--- config.mk ---
export PLATFORM = sky130hd
export DESIGN_NAME = nac_exec
export DESIGN_NICKNAME = d
export VERILOG_FILES = /design/src/rtl/nac_pkg.sv /design/src/rtl/nac_exec.sv
export SDC_FILE = /design/constraint.sdc
export NUM_CORES = 1
export LEC_CHECK = 0
export BUFFER_PORTS_ARGS = -buffer_cell sky130_fd_sc_hd__buf_2
export CORE_MARGIN = 2
export CORE_UTILIZATION = 42
export DETAILED_ROUTE_END_ITERATION = 10
export PLACE_DENSITY = 0.95
export SETUP_SLACK_MARGIN = 0.05
export SLEW_MARGIN = 20
export SYNTH_ARGS = -nofsm -noshare
export SYNTH_HDL_FRONTEND = slang
export SYNTH_SLANG_ARGS = --single-unit
--- constraint.sdc ---
create_clock -name vclk -period 11
set_clock_uncertainty 0.1 [all_clocks]
set_input_delay 2.2 -clock vclk [all_inputs]
set_output_delay 2.2 -clock vclk [all_outputs]
set_load 0.005 [all_outputs]
--- src/rtl/nac_pkg.sv ---
// Package for the nibble accumulator execute block.
// Holds opcodes, field widths, status masks, the architectural state struct and the flags struct.
// No dependencies.
package nac_pkg;

    localparam int ADDR_BITS_DEF = 12;
    localparam int OP_W          = 3;
    localparam int NIB_W         = 4;
    localparam int FIELD_ADDR_W  = 12;
    localparam int PINS_W        = 12;
    localparam int S_DATA_W      = 32;
    localparam int M_DATA_W      = 48;
    localparam int MIRROR_LAST   = 2;

    localparam logic [NIB_W-1:0] HALT_MASK   = 4'h2;
    localparam logic [NIB_W-1:0] KEEP_MASK   = 4'h6;
    localparam logic [NIB_W-1:0] SIGN_MASK   = 4'h8;

    typedef enum logic [OP_W-1:0] {
        OP_HLT = 3'd0,
        OP_LOD = 3'd1,
        OP_STR = 3'd2,
        OP_ADD = 3'd3,
        OP_NOP = 3'd4,
        OP_NND = 3'd5,
        OP_JMP = 3'd6,
        OP_CXA = 3'd7
    } t_op;

    typedef struct packed {
        logic [NIB_W-1:0] acc;
        logic [NIB_W-1:0] status;
        logic [NIB_W-1:0] mir0;
        logic [NIB_W-1:0] mir1;
        logic [NIB_W-1:0] mir2;
    } t_core;

    typedef struct packed {
        logic jump_taken;
        logic gpio_write;
        logic mem_we;
    } t_flags;

endpackage

--- src/rtl/nac_exec.sv ---
// Combinational execute logic for one instruction of the accumulator machine.
// Takes the current state and registered memory data, gives next state and flags.
// Depends on nac_pkg.
module nac_exec #(
    parameter int ADDR_BITS = nac_pkg::ADDR_BITS_DEF
) (
    input  nac_pkg::t_op                  i_op,
    input  logic [ADDR_BITS-1:0]          i_addr,
    input  logic [nac_pkg::PINS_W-1:0]    i_pins,
    input  logic [nac_pkg::NIB_W-1:0]     i_rdata,
    input  nac_pkg::t_core                i_core,
    input  logic [ADDR_BITS-1:0]          i_pc,
    input  logic [ADDR_BITS-1:0]          i_areg,
    output nac_pkg::t_core                o_core,
    output logic [ADDR_BITS-1:0]          o_pc,
    output logic [ADDR_BITS-1:0]          o_areg,
    output nac_pkg::t_flags               o_flags,
    output logic [nac_pkg::PINS_W-1:0]    o_gpio_out
);

    localparam int NW = nac_pkg::NIB_W;

    logic              w_mirror;
    logic [NW-1:0]     w_pin_nib;
    logic [NW-1:0]     w_m;
    logic [NW:0]       w_sum;
    logic              w_ovf;
    nac_pkg::t_core    w_core;

    assign w_mirror = (i_addr <= ADDR_BITS'(nac_pkg::MIRROR_LAST));

    always_comb begin
        unique case (i_addr[1:0])
            2'd0:    w_pin_nib = i_pins[11:8];
            2'd1:    w_pin_nib = i_pins[7:4];
            default: w_pin_nib = i_pins[3:0];
        endcase
    end

    // Mirror nibbles read straight from the pins
    assign w_m   = w_mirror ? w_pin_nib : i_rdata;
    assign w_sum = {1'b0, i_core.acc} + {1'b0, w_m};
    assign w_ovf = |(~(i_core.acc ^ w_m) & (i_core.acc ^ w_sum[NW-1:0]) & nac_pkg::SIGN_MASK);

    always_comb begin
        w_core     = i_core;
        o_pc       = i_pc;
        o_areg     = i_areg;
        o_flags    = '0;
        o_gpio_out = '0;
        unique case (i_op)
            nac_pkg::OP_HLT: begin
                w_core.status = i_core.status | nac_pkg::HALT_MASK;
            end
            nac_pkg::OP_LOD: begin
                o_areg     = i_addr;
                w_core.acc = w_m;
            end
            nac_pkg::OP_STR: begin
                o_areg         = i_addr;
                o_flags.mem_we = 1'b1;
                if (w_mirror) begin
                    unique case (i_addr[1:0])
                        2'd0:    w_core.mir0 = i_core.acc;
                        2'd1:    w_core.mir1 = i_core.acc;
                        default: w_core.mir2 = i_core.acc;
                    endcase
                    o_flags.gpio_write = 1'b1;
                    o_gpio_out = {w_core.mir0, w_core.mir1, w_core.mir2};
                end
            end
            nac_pkg::OP_ADD: begin
                o_areg        = i_addr;
                w_core.acc    = w_sum[NW-1:0];
                w_core.status = (i_core.status & nac_pkg::KEEP_MASK)
                              | {w_ovf ^ w_sum[NW-1], 2'b00, w_sum[NW]};
            end
            nac_pkg::OP_NOP: begin
            end
            nac_pkg::OP_NND: begin
                o_areg     = i_addr;
                w_core.acc = ~(i_core.acc & w_m);
            end
            nac_pkg::OP_JMP: begin
                o_areg = i_addr;
                if (i_core.acc == '0) begin
                    o_pc               = i_addr;
                    o_flags.jump_taken = 1'b1;
                end
            end
            nac_pkg::OP_CXA: begin
                w_core.acc = i_core.status;
            end
            default: begin
            end
        endcase
        // Refresh the mirrors from the pins on read-type operations
        if (w_mirror && (i_op == nac_pkg::OP_LOD || i_op == nac_pkg::OP_ADD ||
                         i_op == nac_pkg::OP_NND || i_op == nac_pkg::OP_JMP)) begin
            w_core.mir0 = i_pins[11:8];
            w_core.mir1 = i_pins[7:4];
            w_core.mir2 = i_pins[3:0];
        end
    end

    assign o_core = w_core;

endmodule
==> reports/qor.yml, run 1 <==
die:
  top_level_ports: 134
  dieWidth_um: 61.9
  design.die.area_mm2: 0.00383
  floorplan.die.height_um: 61.9
  core-area_mm2: 0.00328
  initial_core_util: 0.429
  row_count: 21
finish:
  regArea_um2: 0
  seq_cell_count: 0
  final_layout_size_suffix_gt1_frac: 0.517
  nNetsFinal: 409
  areaGrowthSynthToFinish_pct: 48.3
  n_antenna_cell: 0
  finalInstanceArea_mm2: 0.00209
  clockBufferCount: 0
  n_fill_cell: 321
drt:
  drt-vias-per-instance: 5.39
  remaining_drc_errors: 0
  via_count: 2012
  drt-total-wl_um: 5220
  wl_per_cell_um: 14.0
  detail-route-antenna-nets: 0
  drtIter0Drc: 90
  drt_first_pass_iters: 4
power:
  vdd_drop_max_v: 0.0000232
  power_density_mw_per_mm2: 33.4
  leakage_nw: 1.15
synth:
  netlist-cell-type-count: 39
  synthesis.instances: 206
  synth_compound_gate_area_share: 0.282
  synth.top_cell.area_share: 0.192
  synth_top_area_cell: "sky130_fd_sc_hd__mux2_2"
  area_share_of_xor_xnor_cells_in_the_synthesized_design: 0.00622
  synth_top_family_by_area: "multiplexers"
  synthMuxAreaShare: 0.324
  synthTopCellsByArea: "sky130_fd_sc_hd__mux2_2 (19%), sky130_fd_sc_hd__mux2i_1 (12%), sky130_fd_sc_hd__a21oi_1 (7.8%)"
  synthesized_netlist_net_count: 286
  mappedNetlistArea_mm2: 0.00141
  syn_area_per_cell_um2: 6.83
  synth-seq-area-share: 0
  synth_fa_ha_area_frac: 0.0498
  yosysWarningCount: 0
  yosys.area_share.simple: 0.277
outcome:
  status: "complete, no violations"
sta:
  fin_ws_ns: 3.79
  max_slew.worst_pin.slew_ns: 0.992
  grt_setup_unrepaired: "no"
  finalHoldViolCount: 0
  timing.final.max_slew_violations: 0
  final.min_clock_period_ns: 7.21
  setup_violations: 0
  clock.fmax_mhz: 139
  hold_ws_ns: 4.48
  fin_crit_sh: 0.656
  slew_headroom: 0.339
  final.setup.tns_ns: 0
placement:
  placement.setup.worst_slack_ns: 3.82
  io_buffer_count: 134
  placed_cell_area_mm2: 0.00208
  gp_congestion: 0.909
  hpwl_um: 4240
grt:
  antenna_violations_before_repair: 0
  grt_max_degree: 30
  grt_pass1_wl_um: 7470
  via_count_of_the_first_global_routing_pass: 1653
  grt_use_total: 0.251
  grt_remaining_overflow: 0
job:
  drv.max_cap_violation_count: 0
worst_setup_path:
  cp_data_arrival_time_ns: 4.91
  crit_path_end_kind: "output pin"
  worstSetupPathType: "in2out"
  highest_net_fanout_along_the_worst_path: 17
  setup.worst_path.start_class: "primary input"
  critPathRequiredTime_ns: 8.70
cts:
  setup_fix_bufs_post_cts: 0
  post_cts_resized: 0
  cts_hold_repair.buffers: 0
worst_hold_path:
  worstHoldPathType: "in2out"
[cell type report]
type,instances,area (um^2),area share
inverters,5,18.8,0.00899
multi-input cells,186,1320,0.633
well taps,46,57.6,0.0276
repair buffers,136,689,0.330
[metal layers]
metal	GRT usage	part of all wire	vias up
li1	-	-	993
met1	0.337	0.43	936
met2	0.448	0.52	77
met3	0.0124	0.043	6
met4	0.0456	0.0079	0
met5	0	0	-
[power by group]
part	switching, mW	internal, mW	total (mW)	leakage, nW
Clock	0	0	0	0
Sequential	0	0	0	0
Combinational	0.0347	0.0349	0.0696	1.15
[worst max-delay path: stages]
cell                       delay (ns)
sky130_fd_sc_hd__buf_2           0.21
sky130_fd_sc_hd__a211oi_2        0.44
sky130_fd_sc_hd__nand3_4         0.18
sky130_fd_sc_hd__mux2_2          0.32
sky130_fd_sc_hd__ha_1            0.22
sky130_fd_sc_hd__fa_1            0.41
sky130_fd_sc_hd__xor2_1          0.16
sky130_fd_sc_hd__o211a_1         0.20
sky130_fd_sc_hd__o21a_1          0.18
sky130_fd_sc_hd__a211o_1         0.26
sky130_fd_sc_hd__buf_2           0.13
[synthesized netlist by cell type (all sizes together) (2+ instances only)]
cell	number
mux2	25
o221ai	2
a21oi	22
nand4	3
nand2	27
ha	4
mux2i	17
nand2b	2
o21a	10
buf	10
clkbuf	5
nand3	2
a21o	2
nor4	2
nor2	22
o21ai	18
and2	3
or2	3
inv	5
nor3	4
nor2b	3
[stage by stage]
stage	utilization	power [mW]	cells
floorplan	-	0.0350	206
global placement	0.632	0.0665	372
detailed placement	0.632	0.0688	372
CTS	0.632	0.0692	372
global route	0.635	0.0760	373
finish	0.635	0.0696	373
[logic make-up (layout without fill, tap and decap cells)]
logic type | Yosys count | after routing
buffers and inverters | 20 | 141
muxes | 42 | 42
xor gates and xnor gates | 1 | 1
adders and majority gates | 5 | 5
AOI/OAI and AO/OA | 63 | 63
and+or+nand+nor | 75 | 75
[cells in the final DEF (no fill, tap or decap), types with 3 or more instances in the layout]
cell type                 instances
sky130_fd_sc_hd__o21a_1          10
sky130_fd_sc_hd__ha_1             4
sky130_fd_sc_hd__a21oi_1         22
sky130_fd_sc_hd__and2_1           3
sky130_fd_sc_hd__nand2_1         27
sky130_fd_sc_hd__nor2b_1          3
sky130_fd_sc_hd__nor3_1           4
sky130_fd_sc_hd__mux2_2          24
sky130_fd_sc_hd__or2_2            3
sky130_fd_sc_hd__buf_2          134
sky130_fd_sc_hd__inv_1            5
sky130_fd_sc_hd__nand4_1          3
sky130_fd_sc_hd__o21ai_0         18
sky130_fd_sc_hd__nor2_1          22
sky130_fd_sc_hd__mux2i_1         17
[final timing paths]
check / startpoint / end / slack, ns / cells after the start
worst max-delay path: i_addr[1] / o_core[18] / 3.79 / 11
worst min-delay path: i_core[14] / o_core[14] / 4.48 / 2
No activity file was read; power rests on OpenSTA's default activity.
==> run 2: changes to the inputs <==
--- a/config.mk
+++ b/config.mk
@@ -7,7 +7,7 @@
 export LEC_CHECK = 0
 export BUFFER_PORTS_ARGS = -buffer_cell sky130_fd_sc_hd__buf_2
 export CORE_MARGIN = 2
-export CORE_UTILIZATION = 42
+export CORE_UTILIZATION = 39
 export DETAILED_ROUTE_END_ITERATION = 10
 export PLACE_DENSITY = 0.95
 export SETUP_SLACK_MARGIN = 0.05
==> constraint.sdc (replaced) <==
create_clock -name vclk -period 7.12
set_clock_uncertainty 0.1 [all_clocks]
set_input_delay 1.424 -clock vclk [all_inputs]
set_output_delay 1.424 -clock vclk [all_outputs]
set_load 0.005 [all_outputs]
==> run 2 against run 1 <==
Effect of this change: global-route usage is 0.97 points lower; first-iteration DRC count up 29%; critical endpoint unchanged; final cell count decreased by 0.27%; setup slack got worse by 2.3 ns.
==> reports/qor.yml, run 2 (synthesis results as in run 1) <==
outcome:
  status: "complete, no violations"
sta:
  fin_crit_sh: 0.794
  final.min_clock_period_ns: 5.65
  clock.fmax_mhz: 177
  grt_setup_unrepaired: "no"
  final.setup.tns_ns: 0
  hold_ws_ns: 2.93
  setup_violations: 0
  timing.final.max_slew_violations: 0
  max_slew.worst_pin.slew_ns: 0.983
  finalHoldViolCount: 0
  slew_headroom: 0.340
drt:
  remaining_drc_errors: 0
  drt-vias-per-instance: 5.31
  drt_first_pass_iters: 4
  wl_per_cell_um: 13.9
  detail-route-antenna-nets: 0
  drt-total-wl_um: 5170
  via_count: 1974
  drtIter0Drc: 116
worst_setup_path:
  highest_net_fanout_along_the_worst_path: 11
  critPathRequiredTime_ns: 5.60
  worstSetupPathType: "in2out"
  setup.worst_path.start_class: "primary input"
  cp_data_arrival_time_ns: 4.13
  crit_path_end_kind: "output pin"
grt:
  grt_max_degree: 30
  antenna_violations_before_repair: 0
  grt_pass1_wl_um: 8290
  grt_remaining_overflow: 0
  grt_use_total: 0.241
  via_count_of_the_first_global_routing_pass: 1812
placement:
  placed_cell_area_mm2: 0.00207
  hpwl_um: 4300
  gp_congestion: 0.832
  io_buffer_count: 134
power:
  combinationalPowerShare: 1.000
  internal_portion_of_total_power_uw: 53.5
  vdd_drop_max_v: 0.0000323
  power_frac_clock: 0
  power_frac_seq: 0
  power_switching_share: 0.494
  power.switching_uw: 52.2
  power_density_mw_per_mm2: 50.7
  leakage_nw: 1.15
finish:
  post-route-util: 0.615
  highest_count_cells_in_the_layout_ignoring_fill_and_taps: "sky130_fd_sc_hd__buf_2 (134), sky130_fd_sc_hd__nand2_1 (27), sky130_fd_sc_hd__mux2_2 (24), sky130_fd_sc_hd__nor2_1 (22), sky130_fd_sc_hd__a21oi_1 (22)"
  n_antenna_cell: 0
  areaGrowthSynthToFinish_pct: 48.0
  layout_commonest_cell: "sky130_fd_sc_hd__buf_2"
  seq_cell_count: 0
  clockBufferCount: 0
  nNetsFinal: 408
  finalInstanceArea_mm2: 0.00208
  n_fill_cell: 323
  final_layout_size_suffix_gt1_frac: 0.515
  regArea_um2: 0
die:
  core-area_mm2: 0.00339
  row_count: 21
  dieWidth_um: 64.1
  floorplan.die.height_um: 64.1
  design.die.area_mm2: 0.00411
  initial_core_util: 0.415
  top_level_ports: 134
job:
  drv.max_cap_violation_count: 0
cts:
  setup_fix_bufs_post_cts: 0
  cts_hold_repair.buffers: 0
  post_cts_resized: 0
worst_hold_path:
  worstHoldPathType: "in2out"
run 2: changes by cell type in the layout (fill, tap and decap cells not counted):
cell                      before  now
sky130_fd_sc_hd__buf_8         0    1
sky130_fd_sc_hd__buf_6         1    0
sky130_fd_sc_hd__o21ai_0      18   17
sky130_fd_sc_hd__buf_4         1    0
sky130_fd_sc_hd__o21ai_1       0    1
run 2: worst paths after layout:
path	endpoint	startpoint	cells past startpoint	slack [ns]
max	o_core[18]	i_addr[0]	11	1.47
min	o_core[14]	i_core[14]	2	2.93
run 2: layout make-up:
cell class / instances / area (um^2) / area share
well taps: 46 / 57.6 / 0.0276
multi-input cells: 186 / 1320 / 0.634
inverters: 5 / 18.8 / 0.00901
repair buffers: 135 / 686 / 0.329
run 2: per-stage QoR:
stage / instances / worst slack [ns] / total power [mW]
after global placement: 371 / 1.55 / 0.102
after CTS: 371 / 1.46 / 0.106
final: 372 / 1.47 / 0.106
after detailed placement: 371 / 1.47 / 0.105
after global routing: 372 / 1.32 / 0.117
after floorplan: 206 / 1.95 / 0.0540
run 2: power by group through the flow:
| stage | Clock (mW) | Sequential [mW] | Combinational (mW) |
|---|---|---|---|
| floorplan | 0 | 0 | 0.0540 |
| global placement | 0 | 0 | 0.102 |
| detailed placement | 0 | 0 | 0.105 |
| CTS | 0 | 0 | 0.106 |
| global route | 0 | 0 | 0.117 |
| finish | 0 | 0 | 0.106 |
run 2: per-layer routing:
metal / vias to the layer above / part of all wire / global-route usage
met4: 0 / 0.023 / 0.0734
met5: - / 0 / 0
met3: 12 / 0.059 / 0.0317
li1: 990 / - / -
met1: 894 / 0.40 / 0.310
met2: 78 / 0.51 / 0.415
run 2: critical path, stage by stage:
cell and delay, ns:
sky130_fd_sc_hd__buf_2 0.18, sky130_fd_sc_hd__a211oi_2 0.46, sky130_fd_sc_hd__nand3_4 0.18, sky130_fd_sc_hd__mux2_2 0.32, sky130_fd_sc_hd__ha_1 0.23, sky130_fd_sc_hd__fa_1 0.41, sky130_fd_sc_hd__xor2_1 0.16, sky130_fd_sc_hd__o211a_1 0.20
sky130_fd_sc_hd__o21a_1 0.17, sky130_fd_sc_hd__a211o_1 0.25, sky130_fd_sc_hd__buf_2 0.12
==> run 3: changes to the inputs <==
--- a/config.mk
+++ b/config.mk
@@ -5,6 +5,7 @@
 export SDC_FILE = /design/constraint.sdc
 export NUM_CORES = 1
 export LEC_CHECK = 0
+export ABC_AREA = 1
 export BUFFER_PORTS_ARGS = -buffer_cell sky130_fd_sc_hd__buf_2
 export CORE_MARGIN = 2
 export CORE_UTILIZATION = 39
==> constraint.sdc (replaced) <==
create_clock -name vclk -period 5.9
set_clock_uncertainty 0.1 [all_clocks]
set_input_delay 1.18 -clock vclk [all_inputs]
set_output_delay 1.18 -clock vclk [all_outputs]
set_load 0.005 [all_outputs]
==> run 3 against run 2 <==
Effect of this change: synthesized cell count grew 47%; highest routed layer unchanged; first-iteration DRC count increased by 100%; routed wire length rose by 5.7%; power increased by 22%; die area up 1.0%; critical path type unchanged; final cell count rose by 27%.
==> reports/qor.yml, run 3 <==
outcome:
  status: "complete, no violations"
synth:
  synthTopCellsByArea: "sky130_fd_sc_hd__nand2_1 (34%), sky130_fd_sc_hd__o21ai_0 (11%), sky130_fd_sc_hd__inv_1 (7.7%)"
  synth_fa_ha_area_frac: 0.0493
  synthesis.instances: 303
  mappedNetlistArea_mm2: 0.00142
  synth-seq-area-share: 0
  syn_area_per_cell_um2: 4.70
  area_share_of_xor_xnor_cells_in_the_synthesized_design: 0
  synthesized_netlist_net_count: 383
  yosys-top-cells-count: "sky130_fd_sc_hd__nand2_1 (127), sky130_fd_sc_hd__o21ai_0 (31), sky130_fd_sc_hd__inv_1 (29), sky130_fd_sc_hd__nor2_1 (29), sky130_fd_sc_hd__nand3_1 (15)"
  yosys.area_share.simple: 0.599
  synth.most_common_cell: "sky130_fd_sc_hd__nand2_1"
  synth_top_family_by_area: "simple AND/OR/NAND/NOR gates"
  synth_top_area_cell: "sky130_fd_sc_hd__nand2_1"
  synth_compound_gate_area_share: 0.207
  netlist-cell-type-count: 32
  synth.top_cell.area_share: 0.335
  yosysWarningCount: 0
  synthMuxAreaShare: 0
worst_setup_path:
  timing.critical_path.cells: "buf_2 > nor2_1 > inv_1 > o211ai_1 > a21boi_0 > fa_1 > nand2_1 > inv_1 > o21ai_0 > a31oi_1 > buf_2"
  path_delay_family: "compound AO/OA/AOI/OAI gates"
  critPathRequiredTime_ns: 4.62
  critical_path.slowest_cell: "sky130_fd_sc_hd__fa_1"
  setup.worst_path.start_class: "primary input"
  highest_net_fanout_along_the_worst_path: 14
  timing.critical_path.slowest_cell_delay_ns: 0.45
  cp_data_arrival_time_ns: 3.27
  worstSetupPathType: "in2out"
  cp.buffers_inverters: 4
  crit_path_end_kind: "output pin"
drt:
  wl_per_cell_um: 11.6
  remaining_drc_errors: 0
  via_count: 2371
  drt-total-wl_um: 5470
  detail-route-antenna-nets: 0
  drt_first_pass_iters: 4
  drt-vias-per-instance: 5.01
  drtIter0Drc: 233
sta:
  grt_setup_unrepaired: "no"
  finalHoldViolCount: 0
  clock.fmax_mhz: 220
  setup_violations: 0
  hold_ws_ns: 2.45
  final.setup.tns_ns: 0
  slew_headroom: 0.640
  max_slew.worst_pin.slew_ns: 0.540
  fin_crit_sh: 0.772
  final.min_clock_period_ns: 4.56
  timing.final.max_slew_violations: 0
finish:
  areaGrowthSynthToFinish_pct: 46.4
  area_of_the_multi_input_gates_mm2: 0.00122
  regArea_um2: 0
  clockBufferCount: 0
  n_antenna_cell: 0
  seq_cell_count: 0
  n_fill_cell: 355
  highest_count_cells_in_the_layout_ignoring_fill_and_taps: "sky130_fd_sc_hd__buf_2 (134), sky130_fd_sc_hd__nand2_1 (127), sky130_fd_sc_hd__o21ai_0 (31), sky130_fd_sc_hd__inv_1 (29), sky130_fd_sc_hd__nor2_1 (29)"
  layout_commonest_cell: "sky130_fd_sc_hd__buf_2"
  nNetsFinal: 509
  final_layout_size_suffix_gt1_frac: 0.358
placement:
  io_buffer_count: 134
  hpwl_um: 4580
  gp_congestion: 1.00
die:
  design.die.area_mm2: 0.00415
  core-area_mm2: 0.00342
  top_level_ports: 134
  floorplan.die.height_um: 64.4
  dieWidth_um: 64.4
  row_count: 21
  initial_core_util: 0.416
cts:
  cts_hold_repair.buffers: 0
  setup_fix_bufs_post_cts: 0
  post_cts_resized: 0
power:
  vdd_drop_max_v: 0.0000312
  power_density_mw_per_mm2: 61.6
  leakage_nw: 1.34
  total_power_uw: 128
worst_hold_path:
  min_from: "i_core[14]"
  timing.hold.worst_endpoint: "o_core[14]"
  min_path_cells: 2
  worstHoldPathType: "in2out"
grt:
  global_route.usage.met3: 0.0106
  gr-usage-met1: 0.298
  grt_remaining_overflow: 0
  grt_pass1_wl_um: 8550
  via_count_of_the_first_global_routing_pass: 2081
  antenna_violations_before_repair: 0
  grt_max_degree: 31
  globalRoute.busiestLayer: "met2"
  grtUsageMet2: 0.467
  grt_use_total: 0.241
job:
  drv.max_cap_violation_count: 0
==> run 3: cell count changes in the layout (fill, tap and decap cells not counted), moves of 5 or more <==
cell | before | now
sky130_fd_sc_hd__nand2_1 | 27 | 127
sky130_fd_sc_hd__inv_1 | 5 | 29
sky130_fd_sc_hd__mux2_2 | 24 | 0
sky130_fd_sc_hd__mux2i_1 | 17 | 0
sky130_fd_sc_hd__nand3_1 | 1 | 15
sky130_fd_sc_hd__o21ai_0 | 17 | 31
sky130_fd_sc_hd__a21oi_1 | 22 | 9
sky130_fd_sc_hd__o21a_1 | 10 | 0
sky130_fd_sc_hd__o21ai_1 | 1 | 9
sky130_fd_sc_hd__nor2_1 | 22 | 29
sky130_fd_sc_hd__inv_2 | 0 | 5
==> run 3: area by class of cell <==
cell class / instances / area share
timing repair buffer: 134 / 0.322
multi-input combinational: 257 / 0.584
inverter: 36 / 0.0667
tap: 46 / 0.0276
==> run 3: logic make-up after synthesis <==
group,after synthesis
and+or+nand+nor,196
AOI/OAI and AO/OA,56
buffers and inverters,46
adders and majority gates,5
==> run 3: power by group <==
group          internal, mW  leakage [nW]  switching (mW)
Clock                     0             0               0
Sequential                0             0               0
Combinational        0.0574          1.34          0.0710
Total                0.0574          1.34          0.0710
==> run 3: per-layer routing <==
layer / wire [um] / vias up
met5: 0 / -
met3: 425 / 4
met2: 2690 / 112
met1: 2330 / 1035
li1: - / 1220
met4: 21 / 0
==> run 3: worst max path at each step <==
stage                          from  cells after the start  slack (ns)    endpoint
after floorplan           i_addr[2]                     11        1.87  o_core[17]
final                     i_addr[1]                     11        1.35  o_core[12]
after detailed placement  i_addr[1]                     11        1.36  o_core[12]
after global placement    i_addr[1]                     11        1.47  o_core[12]
after global routing      i_addr[1]                     12        1.07  o_core[15]
after CTS                 i_addr[1]                     11        1.35  o_core[12]
==> run 3: through the flow <==
| stage | setup slack (ns) | area [um^2] | util | cells |
|---|---|---|---|---|
| after floorplan | 1.87 | 1420 | - | 303 |
| after global placement | 1.47 | 2080 | 0.610 | 473 |
| after detailed placement | 1.36 | 2080 | 0.610 | 473 |
| after CTS | 1.35 | 2080 | 0.610 | 473 |
| after global routing | 1.07 | 2080 | 0.610 | 473 |
| final | 1.35 | 2080 | 0.610 | 473 |
